## config.mk

```make
export PLATFORM = sky130hd
export DESIGN_NAME = switcher_tally_packet_receiver
export DESIGN_NICKNAME = d
export VERILOG_FILES = /design/src/rtl/stpr_pkg.sv /design/src/rtl/stpr_queue.sv /design/src/rtl/stpr_engine.sv /design/src/rtl/switcher_tally_packet_receiver.sv
export VERILOG_INCLUDE_DIRS = /design/src /design/src/rtl
export SDC_FILE = /design/constraint.sdc
export NUM_CORES = 1
export LEC_CHECK = 0
export BUFFER_PORTS_ARGS = -buffer_cell sky130_fd_sc_hd__buf_2
export CAP_MARGIN = 20
export CORE_MARGIN = 2
export CORE_UTILIZATION = 43
export DETAILED_ROUTE_END_ITERATION = 8
export MAX_ROUTING_LAYER = met4
export PLACE_DENSITY_LB_ADDON = 0.3
export SYNTH_ARGS = -nofsm -noshare
export SYNTH_HDL_FRONTEND = slang
export SYNTH_SLANG_ARGS = --single-unit
```

## constraint.sdc

```tcl
create_clock -name clock -period 10.1 [get_ports clock]
set_input_delay 1.515 -clock clock [delete_from_list [all_inputs] [get_ports clock]]
set_output_delay 1.515 -clock clock [all_outputs]
set_load 0.02 [all_outputs]
```

## src/rtl/switcher_tally_packet_receiver_assert.svh

```systemverilog
// Assertion macros used by the tally packet receiver queue module.
`ifndef SWITCHER_TALLY_PACKET_RECEIVER_ASSERT_SVH
`define SWITCHER_TALLY_PACKET_RECEIVER_ASSERT_SVH
// Checks that b holds in the same cycle as a, outside reset.
`define STPR_ASSERT_IMPLY(lbl, a, b) \
   lbl: assert property (@(posedge clock) disable iff (reset) (a) |-> (b)) \
      else $error("stpr assertion failed");
// Checks that b holds in the cycle after a, outside reset.
`define STPR_ASSERT_NEXT(lbl, a, b) \
   lbl: assert property (@(posedge clock) disable iff (reset) (a) |=> (b)) \
      else $error("stpr assertion failed");
`endif

```

## src/rtl/stpr_pkg.sv

```systemverilog
// Types and constants shared by the tally packet receiver modules.
package stpr_pkg;
   localparam int MAX_CHANNELS     = 20;
   localparam int MAX_PACKET_BYTES = 2048;
   localparam int TALLY_W          = 40;
   localparam int OFFSET_W         = $clog2(MAX_PACKET_BYTES) + 1;
   localparam int QUEUE_DEPTH      = 2;
   localparam int QUEUE_PTR_W      = 1;
   localparam int QUEUE_CNT_W      = 2;

   localparam logic [31:0] NAME_TLC  = 32'h5F546C43;
   localparam logic [31:0] NAME_PRGI = 32'h50726749;
   localparam logic [31:0] NAME_PRVI = 32'h50727649;
   localparam logic [31:0] NAME_TLIN = 32'h546C496E;
   localparam logic [31:0] NAME_INCM = 32'h496E436D;

   localparam int FLAG_ACK_BIT    = 0;
   localparam int FLAG_HELLO_BIT  = 1;
   localparam int FLAG_RESEND_BIT = 2;

   localparam logic [1:0] OP_BYTE       = 2'd0;
   localparam logic [1:0] OP_CONNECT    = 2'd1;
   localparam logic [1:0] OP_DISCONNECT = 2'd2;

   typedef enum logic [1:0] {
      KIND_BYTE       = 2'd0,
      KIND_CONNECT    = 2'd1,
      KIND_DISCONNECT = 2'd2
   } kind_type;

   typedef struct packed {
      kind_type   kind;
      logic [7:0] data;
      logic       last;
   } item_type;

   typedef enum logic [3:0] {
      LINK_DISCONNECTED = 4'b0001,
      LINK_CONNECTING   = 4'b0010,
      LINK_CONNECTED    = 4'b0100,
      LINK_READY        = 4'b1000
   } link_type;

   function automatic logic [1:0] link_code(input link_type s);
      logic [1:0] c;
      case (s)
         LINK_CONNECTING: c = 2'd1;
         LINK_CONNECTED:  c = 2'd2;
         LINK_READY:      c = 2'd3;
         default:         c = 2'd0;
      endcase
      return c;
   endfunction
endpackage

```

## src/rtl/stpr_queue.sv

```systemverilog
// Front end: accepts input transactions, classifies them and queues them.
`include "switcher_tally_packet_receiver_assert.svh"
module stpr_queue import stpr_pkg::*; (
   input  logic       clock,
   input  logic       reset,
   input  logic       req_valid,
   output logic       req_ready,
   input  logic [1:0] req_op,
   input  logic [7:0] req_data_byte,
   input  logic       req_last_byte,
   output logic       q_valid,
   output item_type   q_item,
   input  logic       q_pop
);
   item_type                 mem_ff [QUEUE_DEPTH];
   logic [QUEUE_PTR_W-1:0]   wr_ff, wr_in, rd_ff, rd_in;
   logic [QUEUE_CNT_W-1:0]   cnt_ff, cnt_in;
   logic                     push, keep;
   item_type                 item;

   assign req_ready = (cnt_ff < QUEUE_CNT_W'(QUEUE_DEPTH));
   assign q_valid   = (cnt_ff != '0);
   assign q_item    = mem_ff[rd_ff];

   always_comb begin
      item.data = req_data_byte;
      item.last = req_last_byte;
      keep      = 1'b1;
      case (req_op)
         OP_BYTE:       item.kind = KIND_BYTE;
         OP_CONNECT:    item.kind = KIND_CONNECT;
         OP_DISCONNECT: item.kind = KIND_DISCONNECT;
         default: begin
            // The unused opcode has no effect, so it is dropped here.
            item.kind = KIND_BYTE;
            keep      = 1'b0;
         end
      endcase
      push  = req_valid && req_ready && keep;
      wr_in = wr_ff;
      rd_in = rd_ff;
      if (push) begin
         wr_in = (wr_ff == QUEUE_PTR_W'(QUEUE_DEPTH - 1)) ? '0 : wr_ff + 1'b1;
      end
      if (q_pop) begin
         rd_in = (rd_ff == QUEUE_PTR_W'(QUEUE_DEPTH - 1)) ? '0 : rd_ff + 1'b1;
      end
      cnt_in = cnt_ff + QUEUE_CNT_W'(push) - QUEUE_CNT_W'(q_pop);
   end

   always_ff @(posedge clock) begin
      if (reset) begin
         wr_ff  <= '0;
         rd_ff  <= '0;
         cnt_ff <= '0;
      end else begin
         wr_ff  <= wr_in;
         rd_ff  <= rd_in;
         cnt_ff <= cnt_in;
      end
      if (push) begin
         mem_ff[wr_ff] <= item;
      end
   end

   `STPR_ASSERT_IMPLY(a_count_bound, 1'b1, cnt_ff <= QUEUE_CNT_W'(QUEUE_DEPTH))
   `STPR_ASSERT_IMPLY(a_pop_nonempty, q_pop, cnt_ff != '0)
   `STPR_ASSERT_NEXT(a_push_grows, push && !q_pop, cnt_ff == $past(cnt_ff) + 1'b1)
endmodule

```

## src/rtl/stpr_engine.sv

```systemverilog
// Back end: header judgement, command walker, link state and result register.
module stpr_engine import stpr_pkg::*; (
   input  logic               clock,
   input  logic               reset,
   input  logic               csr_write_enable,
   input  logic [4:0]         csr_write_data,
   input  logic               q_valid,
   input  item_type           q_item,
   output logic               q_pop,
   output logic               rsp_valid,
   input  logic               rsp_ready,
   output logic               rsp_accepted,
   output logic               rsp_send_ack,
   output logic [15:0]        rsp_ack_session,
   output logic [15:0]        rsp_ack_packet_id,
   output logic [1:0]         rsp_link_state,
   output logic [TALLY_W-1:0] rsp_tally_bits,
   output logic               rsp_tally_event,
   output logic [15:0]        rsp_program_source,
   output logic [15:0]        rsp_preview_source,
   output logic [7:0]         rsp_camera_count
);
   logic [4:0]          limit_ff;
   link_type            phase_ff, phase_in;
   logic [15:0]         session_ff, session_in, newest_ff, newest_in, highest_ff, highest_in;
   logic [7:0]          cams_ff, cams_in;
   logic [TALLY_W-1:0]  tally_ff, tally_in, staged_ff, staged_in;
   logic [15:0]         prog_ff, prog_in, prev_ff, prev_in;
   logic [OFFSET_W-1:0] off_ff, off_in;
   logic [4:0]          flags_ff, flags_in;
   logic [15:0]         sid_ff, sid_in, pid_ff, pid_in;
   logic                active_ff, active_in;
   logic [OFFSET_W-1:0] pos_ff, pos_in;
   logic [15:0]         len_ff, len_in, cap_ff, cap_in;
   logic [31:0]         name_ff, name_in;
   logic                acc_ff, acc_in, ack_ff, ack_in, event_ff, event_in;
   logic [15:0]         asess_ff, asess_in, aid_ff, aid_in;
   logic                rv_ff, rv_in;
   logic                o_acc_ff, o_acc_in, o_ack_ff, o_ack_in, o_ev_ff, o_ev_in;
   logic [15:0]         o_sess_ff, o_sess_in, o_id_ff, o_id_in;
   logic [1:0]          o_link_ff, o_link_in;
   logic [TALLY_W-1:0]  o_tally_ff, o_tally_in;
   logic [15:0]         o_prog_ff, o_prog_in, o_prev_ff, o_prev_in;
   logic [7:0]          o_cams_ff, o_cams_in;

   always_comb begin
      logic                start, skip;
      logic [7:0]          b;
      logic [15:0]         latch, dlen, cnt;
      logic [OFFSET_W-1:0] pos, d, chan;
      logic [TALLY_W-1:0]  mask;
      phase_in = phase_ff;   session_in = session_ff; newest_in = newest_ff;
      highest_in = highest_ff; cams_in = cams_ff; tally_in = tally_ff;
      staged_in = staged_ff; prog_in = prog_ff; prev_in = prev_ff;
      off_in = off_ff; flags_in = flags_ff; sid_in = sid_ff; pid_in = pid_ff;
      active_in = active_ff; pos_in = pos_ff; len_in = len_ff; cap_in = cap_ff;
      name_in = name_ff; acc_in = acc_ff; ack_in = ack_ff; event_in = event_ff;
      asess_in = asess_ff; aid_in = aid_ff;
      o_acc_in = o_acc_ff; o_ack_in = o_ack_ff; o_ev_in = o_ev_ff;
      o_sess_in = o_sess_ff; o_id_in = o_id_ff; o_link_in = o_link_ff;
      o_tally_in = o_tally_ff; o_prog_in = o_prog_ff; o_prev_in = o_prev_ff;
      o_cams_in = o_cams_ff;
      start = 1'b0; skip = 1'b0;
      b = q_item.data;
      pos = pos_ff;
      d = pos_ff - OFFSET_W'(8);
      chan = pos_ff - OFFSET_W'(10);
      latch = '0; dlen = '0; cnt = '0; mask = '0;

      q_pop = q_valid && (!rv_ff || rsp_ready);
      rv_in = rv_ff && !rsp_ready;

      if (q_pop) begin
         case (q_item.kind)
            KIND_CONNECT: begin
               if (phase_ff == LINK_DISCONNECTED) begin
                  session_in = '0; newest_in = '0; highest_in = '0; cams_in = '0;
                  tally_in = '0; prog_in = '0; prev_in = '0;
                  phase_in = LINK_CONNECTING;
               end
               start = 1'b1;
            end
            KIND_DISCONNECT: begin
               phase_in = LINK_DISCONNECTED;
               start = 1'b1;
            end
            KIND_BYTE: begin
               if (off_ff < OFFSET_W'(MAX_PACKET_BYTES)) begin
                  off_in = off_ff + 1'b1;
                  if (off_ff == OFFSET_W'(0)) flags_in = b[7:3];
                  if (off_ff == OFFSET_W'(2)) sid_in[15:8] = b;
                  if (off_ff == OFFSET_W'(3)) sid_in[7:0] = b;
                  if (off_ff == OFFSET_W'(10)) pid_in[15:8] = b;
                  if (off_ff == OFFSET_W'(11)) pid_in[7:0] = b;
                  if (off_ff == OFFSET_W'(11)) begin
                     // Header judgement on the final header byte.
                     latch = (session_ff == '0 && sid_in != '0) ? sid_in : session_ff;
                     if (phase_ff != LINK_DISCONNECTED) begin
                        if (flags_in[FLAG_HELLO_BIT] && phase_ff == LINK_CONNECTING) begin
                           acc_in = 1'b1; ack_in = 1'b1;
                           asess_in = sid_in; aid_in = pid_in;
                           phase_in = LINK_CONNECTED;
                        end else begin
                           session_in = latch;
                           if (!(latch != '0 && sid_in != '0 && sid_in != latch)) begin
                              acc_in = 1'b1;
                              if (phase_ff == LINK_READY && pid_in != '0) begin
                                 if (pid_in <= newest_ff) begin
                                    skip = 1'b1;
                                 end else begin
                                    newest_in = pid_in;
                                    if (flags_in[FLAG_RESEND_BIT]) skip = 1'b1;
                                 end
                              end
                              if (flags_in[FLAG_ACK_BIT] && latch != '0) begin
                                 ack_in = 1'b1; asess_in = latch; aid_in = pid_in;
                              end
                              if (!skip) begin
                                 if (pid_in > highest_ff) highest_in = pid_in;
                                 active_in = 1'b1;
                                 pos_in = '0;
                              end
                           end
                        end
                     end
                  end else if (off_ff > OFFSET_W'(11) && active_ff) begin
                     // Command walker: fields are staged until the command's last byte.
                     if (pos == OFFSET_W'(0)) begin
                        len_in = {b, 8'h00}; name_in = '0; cap_in = '0; staged_in = '0;
                     end else if (pos == OFFSET_W'(1)) begin
                        len_in = {len_ff[15:8], b};
                     end else if (pos >= OFFSET_W'(4) && pos < OFFSET_W'(8)) begin
                        name_in = {name_ff[23:0], b};
                     end else if (pos >= OFFSET_W'(8)) begin
                        if (name_ff == NAME_TLIN) begin
                           if (d < OFFSET_W'(2)) begin
                              cap_in = {cap_ff[7:0], b};
                           end else if (pos < OFFSET_W'(10 + MAX_CHANNELS)) begin
                              for (int i = 0; i < MAX_CHANNELS; i++) begin
                                 if (chan == OFFSET_W'(i)) staged_in[2*i +: 2] = b[1:0];
                              end
                           end
                        end else if (name_ff == NAME_TLC) begin
                           if (d == OFFSET_W'(4)) cap_in = {8'h00, b};
                        end else if (name_ff == NAME_PRGI || name_ff == NAME_PRVI) begin
                           if (d == OFFSET_W'(2) || d == OFFSET_W'(3)) cap_in = {cap_ff[7:0], b};
                        end
                     end
                     if (pos == OFFSET_W'(1) && len_in < 16'd8) begin
                        active_in = 1'b0;
                     end else if (pos >= OFFSET_W'(7) &&
                                  16'(pos) + 16'd1 == len_in) begin
                        dlen = len_in - 16'd8;
                        if (name_in == NAME_TLC) begin
                           if (dlen >= 16'd5) cams_in = cap_in[7:0];
                        end else if (name_in == NAME_PRGI) begin
                           if (dlen >= 16'd4) prog_in = cap_in;
                        end else if (name_in == NAME_PRVI) begin
                           if (dlen >= 16'd4) prev_in = cap_in;
                        end else if (name_in == NAME_TLIN) begin
                           if (dlen >= 16'd2) begin
                              cnt = cap_in;
                              if (cnt > dlen - 16'd2) cnt = dlen - 16'd2;
                              if (cnt > 16'(MAX_CHANNELS)) cnt = 16'(MAX_CHANNELS);
                              if (limit_ff != '0 && cnt > 16'(limit_ff)) cnt = 16'(limit_ff);
                              if (cams_ff != '0 && cnt > 16'(cams_ff)) cnt = 16'(cams_ff);
                              for (int i = 0; i < MAX_CHANNELS; i++) begin
                                 mask[2*i +: 2] = {2{16'(i) < cnt}};
                              end
                              tally_in = staged_in & mask;
                              if ((staged_in & mask) != '0) event_in = 1'b1;
                           end
                        end else if (name_in == NAME_INCM) begin
                           phase_in = LINK_READY;
                        end
                        pos_in = '0;
                        staged_in = '0;
                     end else begin
                        pos_in = pos + 1'b1;
                     end
                  end
               end
               if (q_item.last) begin
                  rv_in = 1'b1;
                  o_acc_in = acc_in; o_ack_in = ack_in;
                  o_sess_in = ack_in ? asess_in : '0;
                  o_id_in = ack_in ? aid_in : '0;
                  o_link_in = link_code(phase_in);
                  o_tally_in = tally_in; o_ev_in = event_in;
                  o_prog_in = prog_in; o_prev_in = prev_in; o_cams_in = cams_in;
                  start = 1'b1;
               end
            end
            default: ;
         endcase
      end

      if (start) begin
         off_in = '0; flags_in = '0; sid_in = '0; pid_in = '0; staged_in = '0;
         active_in = 1'b0; pos_in = '0; len_in = '0; name_in = '0; cap_in = '0;
         acc_in = 1'b0; ack_in = 1'b0; asess_in = '0; aid_in = '0; event_in = 1'b0;
      end
   end

   always_ff @(posedge clock) begin
      if (reset) begin
         limit_ff <= '0; phase_ff <= LINK_DISCONNECTED; session_ff <= '0;
         newest_ff <= '0; highest_ff <= '0; cams_ff <= '0; tally_ff <= '0;
         staged_ff <= '0; prog_ff <= '0; prev_ff <= '0; off_ff <= '0;
         flags_ff <= '0; sid_ff <= '0; pid_ff <= '0; active_ff <= 1'b0;
         pos_ff <= '0; len_ff <= '0; cap_ff <= '0; name_ff <= '0;
         acc_ff <= 1'b0; ack_ff <= 1'b0; event_ff <= 1'b0;
         asess_ff <= '0; aid_ff <= '0; rv_ff <= 1'b0;
      end else begin
         if (csr_write_enable) limit_ff <= csr_write_data;
         phase_ff <= phase_in; session_ff <= session_in; newest_ff <= newest_in;
         highest_ff <= highest_in; cams_ff <= cams_in; tally_ff <= tally_in;
         staged_ff <= staged_in; prog_ff <= prog_in; prev_ff <= prev_in;
         off_ff <= off_in; flags_ff <= flags_in; sid_ff <= sid_in; pid_ff <= pid_in;
         active_ff <= active_in; pos_ff <= pos_in; len_ff <= len_in;
         cap_ff <= cap_in; name_ff <= name_in; acc_ff <= acc_in; ack_ff <= ack_in;
         event_ff <= event_in; asess_ff <= asess_in; aid_ff <= aid_in;
         rv_ff <= rv_in;
      end
      o_acc_ff <= o_acc_in; o_ack_ff <= o_ack_in; o_ev_ff <= o_ev_in;
      o_sess_ff <= o_sess_in; o_id_ff <= o_id_in; o_link_ff <= o_link_in;
      o_tally_ff <= o_tally_in; o_prog_ff <= o_prog_in; o_prev_ff <= o_prev_in;
      o_cams_ff <= o_cams_in;
   end

   assign rsp_valid          = rv_ff;
   assign rsp_accepted       = o_acc_ff;
   assign rsp_send_ack       = o_ack_ff;
   assign rsp_ack_session    = o_sess_ff;
   assign rsp_ack_packet_id  = o_id_ff;
   assign rsp_link_state     = o_link_ff;
   assign rsp_tally_bits     = o_tally_ff;
   assign rsp_tally_event    = o_ev_ff;
   assign rsp_program_source = o_prog_ff;
   assign rsp_preview_source = o_prev_ff;
   assign rsp_camera_count   = o_cams_ff;
endmodule

```

## src/rtl/switcher_tally_packet_receiver.sv

```systemverilog
// Top level of the switcher tally packet receiver.
// Usage: the req channel carries one transaction per datagram byte, or a connect
// or disconnect event, selected by req_op. The rsp channel returns one transaction
// at the byte marked req_last_byte, carrying the packet verdict, acknowledge ids,
// link state and the current tally, source and camera-count values.
// The csr port writes the camera limit; the user must do so only while the block is
// idle, and the block itself does not enforce it. The final byte waits in the input
// queue until the execution unit pops it and loads its result register, which
// raises rsp_valid.
// Throughput: one transaction per cycle while the result register is free or being
// taken; the execution unit walks the header and command bytes.
// When the receiver holds rsp_ready low the result register keeps its value, the
// execution unit stops, and the two-entry queue fills before req_ready drops.
// Reset clears the link to disconnected, all ids, tally and source values and the
// camera limit; the queue and the result register are emptied.
module switcher_tally_packet_receiver import stpr_pkg::*; (
   input  logic               clock,
   input  logic               reset,
   input  logic               req_valid,
   output logic               req_ready,
   input  logic [1:0]         req_op,
   input  logic [7:0]         req_data_byte,
   input  logic               req_last_byte,
   output logic               rsp_valid,
   input  logic               rsp_ready,
   output logic               rsp_accepted,
   output logic               rsp_send_ack,
   output logic [15:0]        rsp_ack_session,
   output logic [15:0]        rsp_ack_packet_id,
   output logic [1:0]         rsp_link_state,
   output logic [TALLY_W-1:0] rsp_tally_bits,
   output logic               rsp_tally_event,
   output logic [15:0]        rsp_program_source,
   output logic [15:0]        rsp_preview_source,
   output logic [7:0]         rsp_camera_count,
   input  logic               csr_write_enable,
   input  logic [4:0]         csr_write_data
);
   // The queue decouples byte acceptance from execution.
   logic     q_valid;
   logic     q_pop;
   item_type q_item;

   stpr_queue u_queue (
      .clock         (clock),
      .reset         (reset),
      .req_valid     (req_valid),
      .req_ready     (req_ready),
      .req_op        (req_op),
      .req_data_byte (req_data_byte),
      .req_last_byte (req_last_byte),
      .q_valid       (q_valid),
      .q_item        (q_item),
      .q_pop         (q_pop)
   );

   // The engine carries out each queued transaction and holds the result.
   stpr_engine u_engine (
      .clock              (clock),
      .reset              (reset),
      .csr_write_enable   (csr_write_enable),
      .csr_write_data     (csr_write_data),
      .q_valid            (q_valid),
      .q_item             (q_item),
      .q_pop              (q_pop),
      .rsp_valid          (rsp_valid),
      .rsp_ready          (rsp_ready),
      .rsp_accepted       (rsp_accepted),
      .rsp_send_ack       (rsp_send_ack),
      .rsp_ack_session    (rsp_ack_session),
      .rsp_ack_packet_id  (rsp_ack_packet_id),
      .rsp_link_state     (rsp_link_state),
      .rsp_tally_bits     (rsp_tally_bits),
      .rsp_tally_event    (rsp_tally_event),
      .rsp_program_source (rsp_program_source),
      .rsp_preview_source (rsp_preview_source),
      .rsp_camera_count   (rsp_camera_count)
   );
endmodule

```

== Word level (Yosys, flattened, before mapping) ==
Memories as Yosys holds them, arrays and structs flattened. A register that Yosys moved wholly into a read port is not among the register bits.
Index checks and enable logic that the tools add are counted.
Word-level totals
  bits in registers: 442
  RAM bits: 22
  input port bits: 21
  output and inout port bits: 119
  memories kept: 1
Operators by class
  add/subtract/negate cells: 11
  magnitude comparators: 38
  equal/unequal tests: 62
  muxes and demuxes: 283
  bitwise operators: 2
  reduce and logical (&&, ||, !) cells: 51
Memory list
  u_queue.mem_ff: depth 2, width 11, read ports 1, clocked after Yosys merged registers in 1, write ports 1, RTL line stpr_queue.sv:15  | item_type mem_ff [QUEUE_DEPTH];
Operators by type and width (number)
  $mux 16: 115
  $mux 40: 25
  $eq 32x31->1 const B: 9
  $mux 32: 8
  $mux 8: 25
  $lt 4x16->1 const A: 8
  $pmux 16 s2: 4
  $eq 12x4->1 const B: 10
  $mux 12: 8
  $pmux 40 s2: 1
  $eq 12x2->1 const B: 6
  $lt 3x16->1 const A: 4
  $lt 5x16->1 const A: 4
  $eq 12x3->1 const B: 5
  $mux 4: 15
  $mux 1: 53
  $eq 12x5->1 const B: 4
  $reduce_bool 16->1: 3
  $and 40x40->40: 1
  $mux 2: 20
  $reduce_bool 40->1: 1
  $logic_not 12->1: 3
  $ge 16x3->1 const B: 2
  $lt 1x16->1 const A: 2
  other kinds (60): 111

== Depth between registers and ports, before layout ==
Gate-level depths: netlist of run 1.
  depth in word-level cells: 88
  gate-level depth with buffers: 53

== By module ==
A second synthesis of run 1 with hierarchy kept.
Second synthesis, totals
  cell total of the unflattened synthesis: 2813
  area total of the unflattened synthesis: 24773.8 µm²
By module, submodules not included
  stpr_engine: instances 1, cells each 2751, area an instance 23737.8 µm²
  stpr_queue: instances 1, cells each 62, area an instance 1036.0 µm²

== Worst setup path after synthesis of run 1 ==
OpenSTA, ideal clock, no wires.
  path type: reg2reg
  from: reg u_engine.pos_ff[3]
  to: reg u_engine.o_ev_ff, in the netlist u_engine.rsp_tally_event, data pin
  setup time: 0.278 ns
  arrival time: 10.413 ns
  setup slack: -0.591 ns
  stages on the path, launching flop included: 51
  period minus slack after synthesis: 10.691 ns
  path through: dfxtp_1 > clkbuf_1 > clkbuf_1 > inv_1 > ha_1 > o21bai_1 > a211o_1 > a311o_4 > o31ai_4 > and3_4 > buf_12 > clkbuf_1 > nor2_1 > a211oi_1 > ha_1 > a21oi_1 > o211ai_1 > a211o_1 > (+15 left out) > nor2_1 > a311oi_4 > inv_1 > ha_1 > o21a_1 > o21a_1 > o21ai_0 > a21oi_1 > o31a_1 > buf_2 > a21oi_1 > o31ai_1 > o21a_2 > or3_1 > o211ai_1 > o221ai_1 > nor4_1 > a22oi_1
On the way
  cells in the longest elaborated chain, start to end: 88
  elaborated cells between the ends (all ways): 200
  those cells by class: 5 x add/sub; 32 x order compare; 28 x eq/ne; 125 x mux; 1 x bitwise; 9 x reduce/logical
RTL lines
  start: declaration: RTL line stpr_engine.sv:33  | logic [OFFSET_W-1:0] pos_ff, pos_in;
  start signal: assignment: RTL line stpr_engine.sv:220  | active_ff <= active_in; pos_ff <= pos_in; len_ff <= len_in;
  parallel branches: the longest is 84 deep, another holds $sub 16x4->16
  $mux 1 *: RTL line stpr_engine.sv:149  | if (pos == OFFSET_W'(1) && len_in < 16'd8) begin
  $mux 1 *: RTL line stpr_engine.sv:126  | end else if (off_ff > OFFSET_W'(11) && active_ff) begin
  $mux 1 *: RTL line stpr_engine.sv:95  | if (off_ff == OFFSET_W'(11)) begin
  $mux 1 *: RTL line stpr_engine.sv:88  | if (off_ff < OFFSET_W'(MAX_PACKET_BYTES)) begin
  end signal: assignment: RTL line stpr_engine.sv:225  | o_acc_ff <= o_acc_in; o_ack_ff <= o_ack_in; o_ev_ff <= o_ev_in;
  end: declaration: RTL line stpr_engine.sv:39  | logic o_acc_ff, o_acc_in, o_ack_ff, o_ack_in, o_ev_ff, o_ev_in;
Mark *: on every way between the ends. The select of a mux whose other input is x is not followed.
A chain may end at the register's enable or synchronous reset.

== Worst setup path after layout of run 1 ==
  from: reg u_engine.pos_ff[9]
  to: reg u_engine.o_ev_ff, in the netlist u_engine.rsp_tally_event, data pin
The elaborated chain is that of the path after synthesis.

==> results of run 1 <==
flip-flops by register name, summed over array words and instances, names as in the netlist, 22 cells and up, named ones only:
signal,cells
u_engine.rsp_tally_bits,40
u_engine.tally_ff,40
u_queue.mem_ff,22
u_engine.name_ff,32
u_engine.staged_ff,40
stage by stage:
step	hold slack [ns]	power [mW]	cells	utilization	setup TNS (ns)
6_report	0.446	5.15	4063	0.525	0
5_1_grt	0.468	5.33	4063	0.525	-2.51
4_1_cts	0.448	5.16	4028	0.513	0
3_5_place_dp	0.440	3.03	3932	0.479	-0.140
3_3_place_gp	0.433	3.01	3931	0.479	0
2_1_floorplan	0.425	2.66	3014	-	0
power by group:
part / internal (mW) / switching (mW) / total (mW)
clock network: 1.32 / 0.807 / 2.13
logic: 0.270 / 0.704 / 0.973
registers: 2.01 / 0.0361 / 2.05
logic make-up (layout without fill, tap and decap cells):
kind of cell	Yosys count	count (layout)
other	1	4
buffers and inverters	282	564
and+or+nand+nor	1272	1273
adders and majority gates	70	70
muxes	91	91
DFF	465	465
AOI/OAI and AO/OA	766	766
xor gates and xnor gates	65	65
cell usage in the layout, fill, tap and decap left out, types with 15 or more instances in the layout:
cell type	instances
nand2_1	412
nor2_1	377
nand4_1	43
dfxtp_1	324
nand3b_1	15
a22oi_1	128
buf_2	139
nor4_1	37
edfxtp_1	139
ha_1	64
o21ai_1	20
a21oi_1	233
a31oi_1	20
mux2_2	42
nor3_1	38
mux2i_1	47
nor2b_1	24
nand2b_1	22
clkbuf_16	51
a211oi_1	32
inv_1	87
or3b_2	22
buf_4	227
nand3_1	122
and2_1	21
xnor2_1	45
o21a_1	32
o21ai_0	145
cell type report:
| cell class | instances | area, µm² |
|---|---|---|
| fill | 5425 | 27500 |
| antenna | 1 | 2.50 |
| clock buffer | 64 | 1360 |
| timing repair buffer | 375 | 2510 |
| tap | 765 | 957 |
| clock inverter | 32 | 582 |
| inverter | 93 | 354 |
| sequential | 465 | 10700 |
| multi-input combinational | 2268 | 14000 |
worst paths after layout:
check	startpoint	endpoint	slack, ns	depth (start not counted)
setup / recovery	u_engine.pos_ff[9]	u_engine.rsp_tally_event	0.22	51
hold / removal	u_engine.tally_ff[13]	u_engine.tally_ff[13]	0.45	2
setup reg to reg	u_engine.pos_ff[9]	u_engine.rsp_tally_event	0.22	51
hold reg to reg	u_engine.tally_ff[13]	u_engine.tally_ff[13]	0.45	2
per-layer routing:
layer / wire (µm) / up-vias / part of all wire
met3: 4280 / 161 / 0.051
met4: 2690 / 0 / 0.032
met1: 36200 / 11600 / 0.43
met2: 40300 / 827 / 0.48
met5: 0 / - / 0
li1: - / 11300 / -
worst register-to-register path, delay by kind of cell (launching register included):
kind / cells / cell delay, ns
buffers and inverters: 5 / 0.79
XOR/XNOR: 1 / 0.15
AND/OR/NAND/NOR: 17 / 3.50
flip-flops: 1 / 0.32
multiplexers: 1 / 0.22
adder cells (fa/ha/maj): 4 / 0.99
AO/OA/AOI/OAI: 23 / 3.63
timing repair:
item | CTS | global route
setup buffers | 0 | 29
gates resized for setup | 10 | 97
pin swaps | 0 | 54
setup endpoints to repair | 6 | 74
cloned | 0 | 2
==> impl_metrics.toml, run 1 <==
[placed_design]
hpwl_um = 60400
dp_slack_ns = -0.140
gp_congestion = 1.01
portBuffers = 139
placed_area_mm2 = 0.0277

[die]
row_count = 88
die_x_um = 246
start_util = 0.436
coreArea_mm2 = 0.0579
die_height_um = 246
ios = 140
dieArea_mm2 = 0.0606

[global_routing]
globalRouteMet3Util = 0.0295
grt_pass1_vias = 22800
antenna_found_initial = 1
top_usage_layer = "met2"
grt_max_degree = 84
track_usage = 0.275
use_met1 = 0.350
grt_pass1_wl_um = 129000
grt_util_met2 = 0.456
gr-total-overflow = 0

[clock_network]
cts_made_buffers = 51
clockBufferDepth = 3
cts_root_buffer = "clkbuf_16"
ctsHoldBuffers = 0
htree_levels = 2
cts.sinks = 465
insertion_delay_ns = 0.63
tritoncts = "yes"
path_clk_slew_ns = 0.07

[worst_setup_path]
cp-start-kind = "flop"
critPathBufInv = 5
end_kind = "flop"
crit_fanout = 6
crit_required_ns = 10.43
slowest_delay_ns = 0.59
path_class = "flop to flop"
crit_path_top_delay_cell = "or4_4"
path_common_cell = "o21a_1"
worst_ep_arrival_time_ns = 10.21
critPathTopFamily = "compound AO/OA/AOI/OAI gates"

[pwr]
irDropWorstVdd_v = 0.000137
p_per_area_mw_per_mm2 = 169
p_leak_nw = 10.9

[yosys]
synthMuxAreaShare = 0.0382
synth_fa_ha_area_frac = 0.0347
synthTopCellsByCount = "nand2_1 (414), nor2_1 (383), dfxtp_1 (326)"
synthTopCellsByArea = "dfxtp_1 (26%), edfxtp_1 (17%), nand2_1 (6.2%)"
yosys.area_share.simple = 0.240
ys_async_sr_fraction = 0
syn-cell-area_mm2 = 0.0252
yosysSeqAreaShare = 0.424
synth_edf_count = 139
synth_top_area_cell = "dfxtp_1"
ys_seq_elements = 465
syn_inst = 3012
synth.distinct_cells = 109
yosysTopAreaCellShare = 0.259
avgSynthCellArea_um2 = 8.38
synth_top_family_by_area = "simple AND/OR/NAND/NOR gates"
synth-compound-area-share = 0.196
synth-xor-area-share = 0.0226
synthesis.yosys.warnings = 0
synth.most_common_cell = "nand2_1"
ys.flop_type = "dfxtp_1"

[timing]
report.final.slew_viol_count = 0
worst_slack_ns = 0.223
finalHoldViolCount = 0
fmax_mhz = 101
finalCriticalPeriod_ns = 9.88
max_slew_margin = 0.236
tightest_slew_ns = 1.14
finalSetupViolations = 0
rsz0062_at_grt = "true"
min_period_over_period = 0.978
clock_skew_ns = 0.0435

[routing]
via_per_inst = 5.87
ant_nets = 0
initialDrtViolationCount = 2002
wl_um = 83400
wl_per_cell_um = 20.5
route.detailed.drc = 0
vias = 23900
firstDrtPassIters = 6

[hold_path]
hp-class = "flop to flop"

[final_layout]
fin_nets = 3345
fin_area_mm2 = 0.0304
drive_gt1_frac = 0.200
area_growth_pct = 20.6

[outcome]
status = "finished, final reports clean"

[run]
max_cap_viol_count = 0
No activity file was read; power rests on OpenSTA's default activity.
==> inputs of run 2 (changes only) <==
--- a/config.mk
+++ b/config.mk
@@ -12,7 +12,6 @@
 export CORE_UTILIZATION = 43
 export DETAILED_ROUTE_END_ITERATION = 8
 export MAX_ROUTING_LAYER = met4
-export PLACE_DENSITY_LB_ADDON = 0.3
 export SYNTH_ARGS = -nofsm -noshare
 export SYNTH_HDL_FRONTEND = slang
 export SYNTH_SLANG_ARGS = --single-unit
==> run 2 against run 1 <==
  * Clock power shrank 9%
  * Count of clock-buffer cells in the layout up 6
  * Sequential power about the same
  * Clock skew shrank 0.022 ns
  * Power fell by 3.3%
  * Global-route usage increased by 1.3 points
  * Via count grew 0.57%
  * Critical path type unchanged
  * Largest cell class unchanged
==> impl_metrics.toml, run 2 (same netlist as run 1, synthesis figures left out) <==
[outcome]
status = "finished, final reports clean"

[timing]
finalCriticalPeriod_ns = 9.90
max_slew_margin = 0.226
finalSetupViolations = 0
fmax_mhz = 101
min_period_over_period = 0.980
clock_skew_ns = 0.0216
report.final.slew_viol_count = 0
tightest_slew_ns = 1.16
finalHoldViolCount = 0
hold_slack_ns = 0.451
rsz0062_at_grt = "true"

[worst_setup_path]
cp-start-kind = "flop"
end_kind = "flop"
path_class = "flop to flop"
critPathBufInv = 8
worst_ep_arrival_time_ns = 10.23
slowest_delay_ns = 0.43
crit_fanout = 7
crit_required_ns = 10.43
critPathTopFamily = "compound AO/OA/AOI/OAI gates"
crit_path_top_delay_cell = "or3_4"

[global_routing]
antenna_found_initial = 1
track_usage = 0.288
grt_pass1_wl_um = 133000
grt_max_degree = 103
grt_pass1_vias = 22900
gr-total-overflow = 0

[routing]
routed-wl-met3_um = 4520
initialDrtViolationCount = 1869
wl_per_cell_um = 21.0
wl_um = 86600
wl_met1_um = 37600
firstDrtPassIters = 8
route.detailed.drc = 0
dr.max_layer_used = "met4"
via_per_inst = 5.82
met2WireLength_um = 42500
ant_nets = 0
vias = 24000

[die]
row_count = 88
coreArea_mm2 = 0.0579
die_height_um = 246
ios = 140
dieArea_mm2 = 0.0606
start_util = 0.436
die_x_um = 246

[final_layout]
fillers = 5447
fin_nets = 3405
final_common_cell = "nand2_1"
area_growth_pct = 21.9
layout.cells.non_filler = 4123
multi_input_area_mm2 = 0.0140
seqCellArea_mm2 = 0.0107
final_cell_mix = "nand2_1 (412), nor2_1 (380), dfxtp_1 (324)"
fin_area_mm2 = 0.0308
drive_gt1_frac = 0.215

[placed_design]
dp.cells = 3992
placed_area_mm2 = 0.0282
hpwl_um = 62600
portBuffers = 139
gp_congestion = 0.959

[run]
max_cap_viol_count = 0

[clock_network]
cts_made_buffers = 51
ctsHoldBuffers = 0
cts.sinks = 465
insertion_delay_ns = 0.62
cts_root_buffer = "clkbuf_16"
htree_levels = 2
clockBufferDepth = 3
tritoncts = "yes"
path_clk_slew_ns = 0.06

[pwr]
p_leak_nw = 11.2
irDropWorstVdd_v = 0.000160
p_per_area_mw_per_mm2 = 162

[hold_path]
hp-class = "flop to flop"
## run 2: changes by cell type in the layout (fill, tap and decap cells not counted), moves of 3 or more
cell,change
clkbuf_8,+3
clkinv_2,+5
buf_12,+3
buf_6,+5
buf_4,+52
bufinv_16,-9
nor2_1,+3
ha_4,+3
## run 2: tightest hold or removal path, delay by kind of cell, from the launching register on
kind | cells | cell delay (ns)
AO/OA/AOI/OAI | 1 | 0.05
flip-flops | 1 | 0.31
AND/OR/NAND/NOR | 1 | 0.05
## run 2: cell type report
| class | count | area share |
|---|---|---|
| Clock inverter | 26 | 0.00984 |
| Sequential cell | 465 | 0.348 |
| Multi-Input combinational cell | 2268 | 0.455 |
| Tap cell | 765 | 0.0311 |
| Clock buffer | 70 | 0.0464 |
| Inverter | 93 | 0.0114 |
| Antenna cell | 1 | 0.0000813 |
| Timing Repair Buffer | 435 | 0.0980 |
## run 2: final timing paths
kind	start	cells after the start	to	slack, ns
max reg2reg	u_engine.pos_ff[11]	52	u_engine.rsp_tally_event	0.20
min reg2reg	u_engine.staged_ff[34]	2	u_engine.staged_ff[34]	0.45
min	u_engine.staged_ff[34]	2	u_engine.staged_ff[34]	0.45
max	u_engine.pos_ff[11]	52	u_engine.rsp_tally_event	0.20
## run 2: where the power goes
group | internal [mW] | total, mW | switching [mW]
clock | 1.13 | 1.94 | 0.810
sequential | 2.01 | 2.05 | 0.0345
combinational | 0.276 | 0.994 | 0.718
total | 3.42 | 4.98 | 1.56
## run 2: per-layer routing
metal,GRT usage,vias to the layer above
met3,0.0278,129
met2,0.486,751
met5,-,-
li1,-,11400
met1,0.372,11700
met4,0.0702,0
## run 2: what timing repair did
item / CTS / global route
setup buffers: 4 / 25
cloned: 1 / 1
pin swaps: 3 / 59
gates resized for setup: 17 / 98
setup endpoints to repair: 15 / 82
## run 2: metrics by stage
| stage | worst slack [ns] | util | power, mW | TNS [ns] |
|---|---|---|---|---|
| 2_1_floorplan | 0.0193 | - | 2.66 | 0 |
| 3_3_place_gp | -0.0356 | 0.487 | 3.03 | -0.0356 |
| 3_5_place_dp | -0.255 | 0.487 | 3.05 | -0.638 |
| 4_1_cts | 0.00138 | 0.519 | 4.99 | 0 |
| 5_1_grt | -0.264 | 0.531 | 5.16 | -1.16 |
| 6_report | 0.203 | 0.531 | 4.98 | 0 |
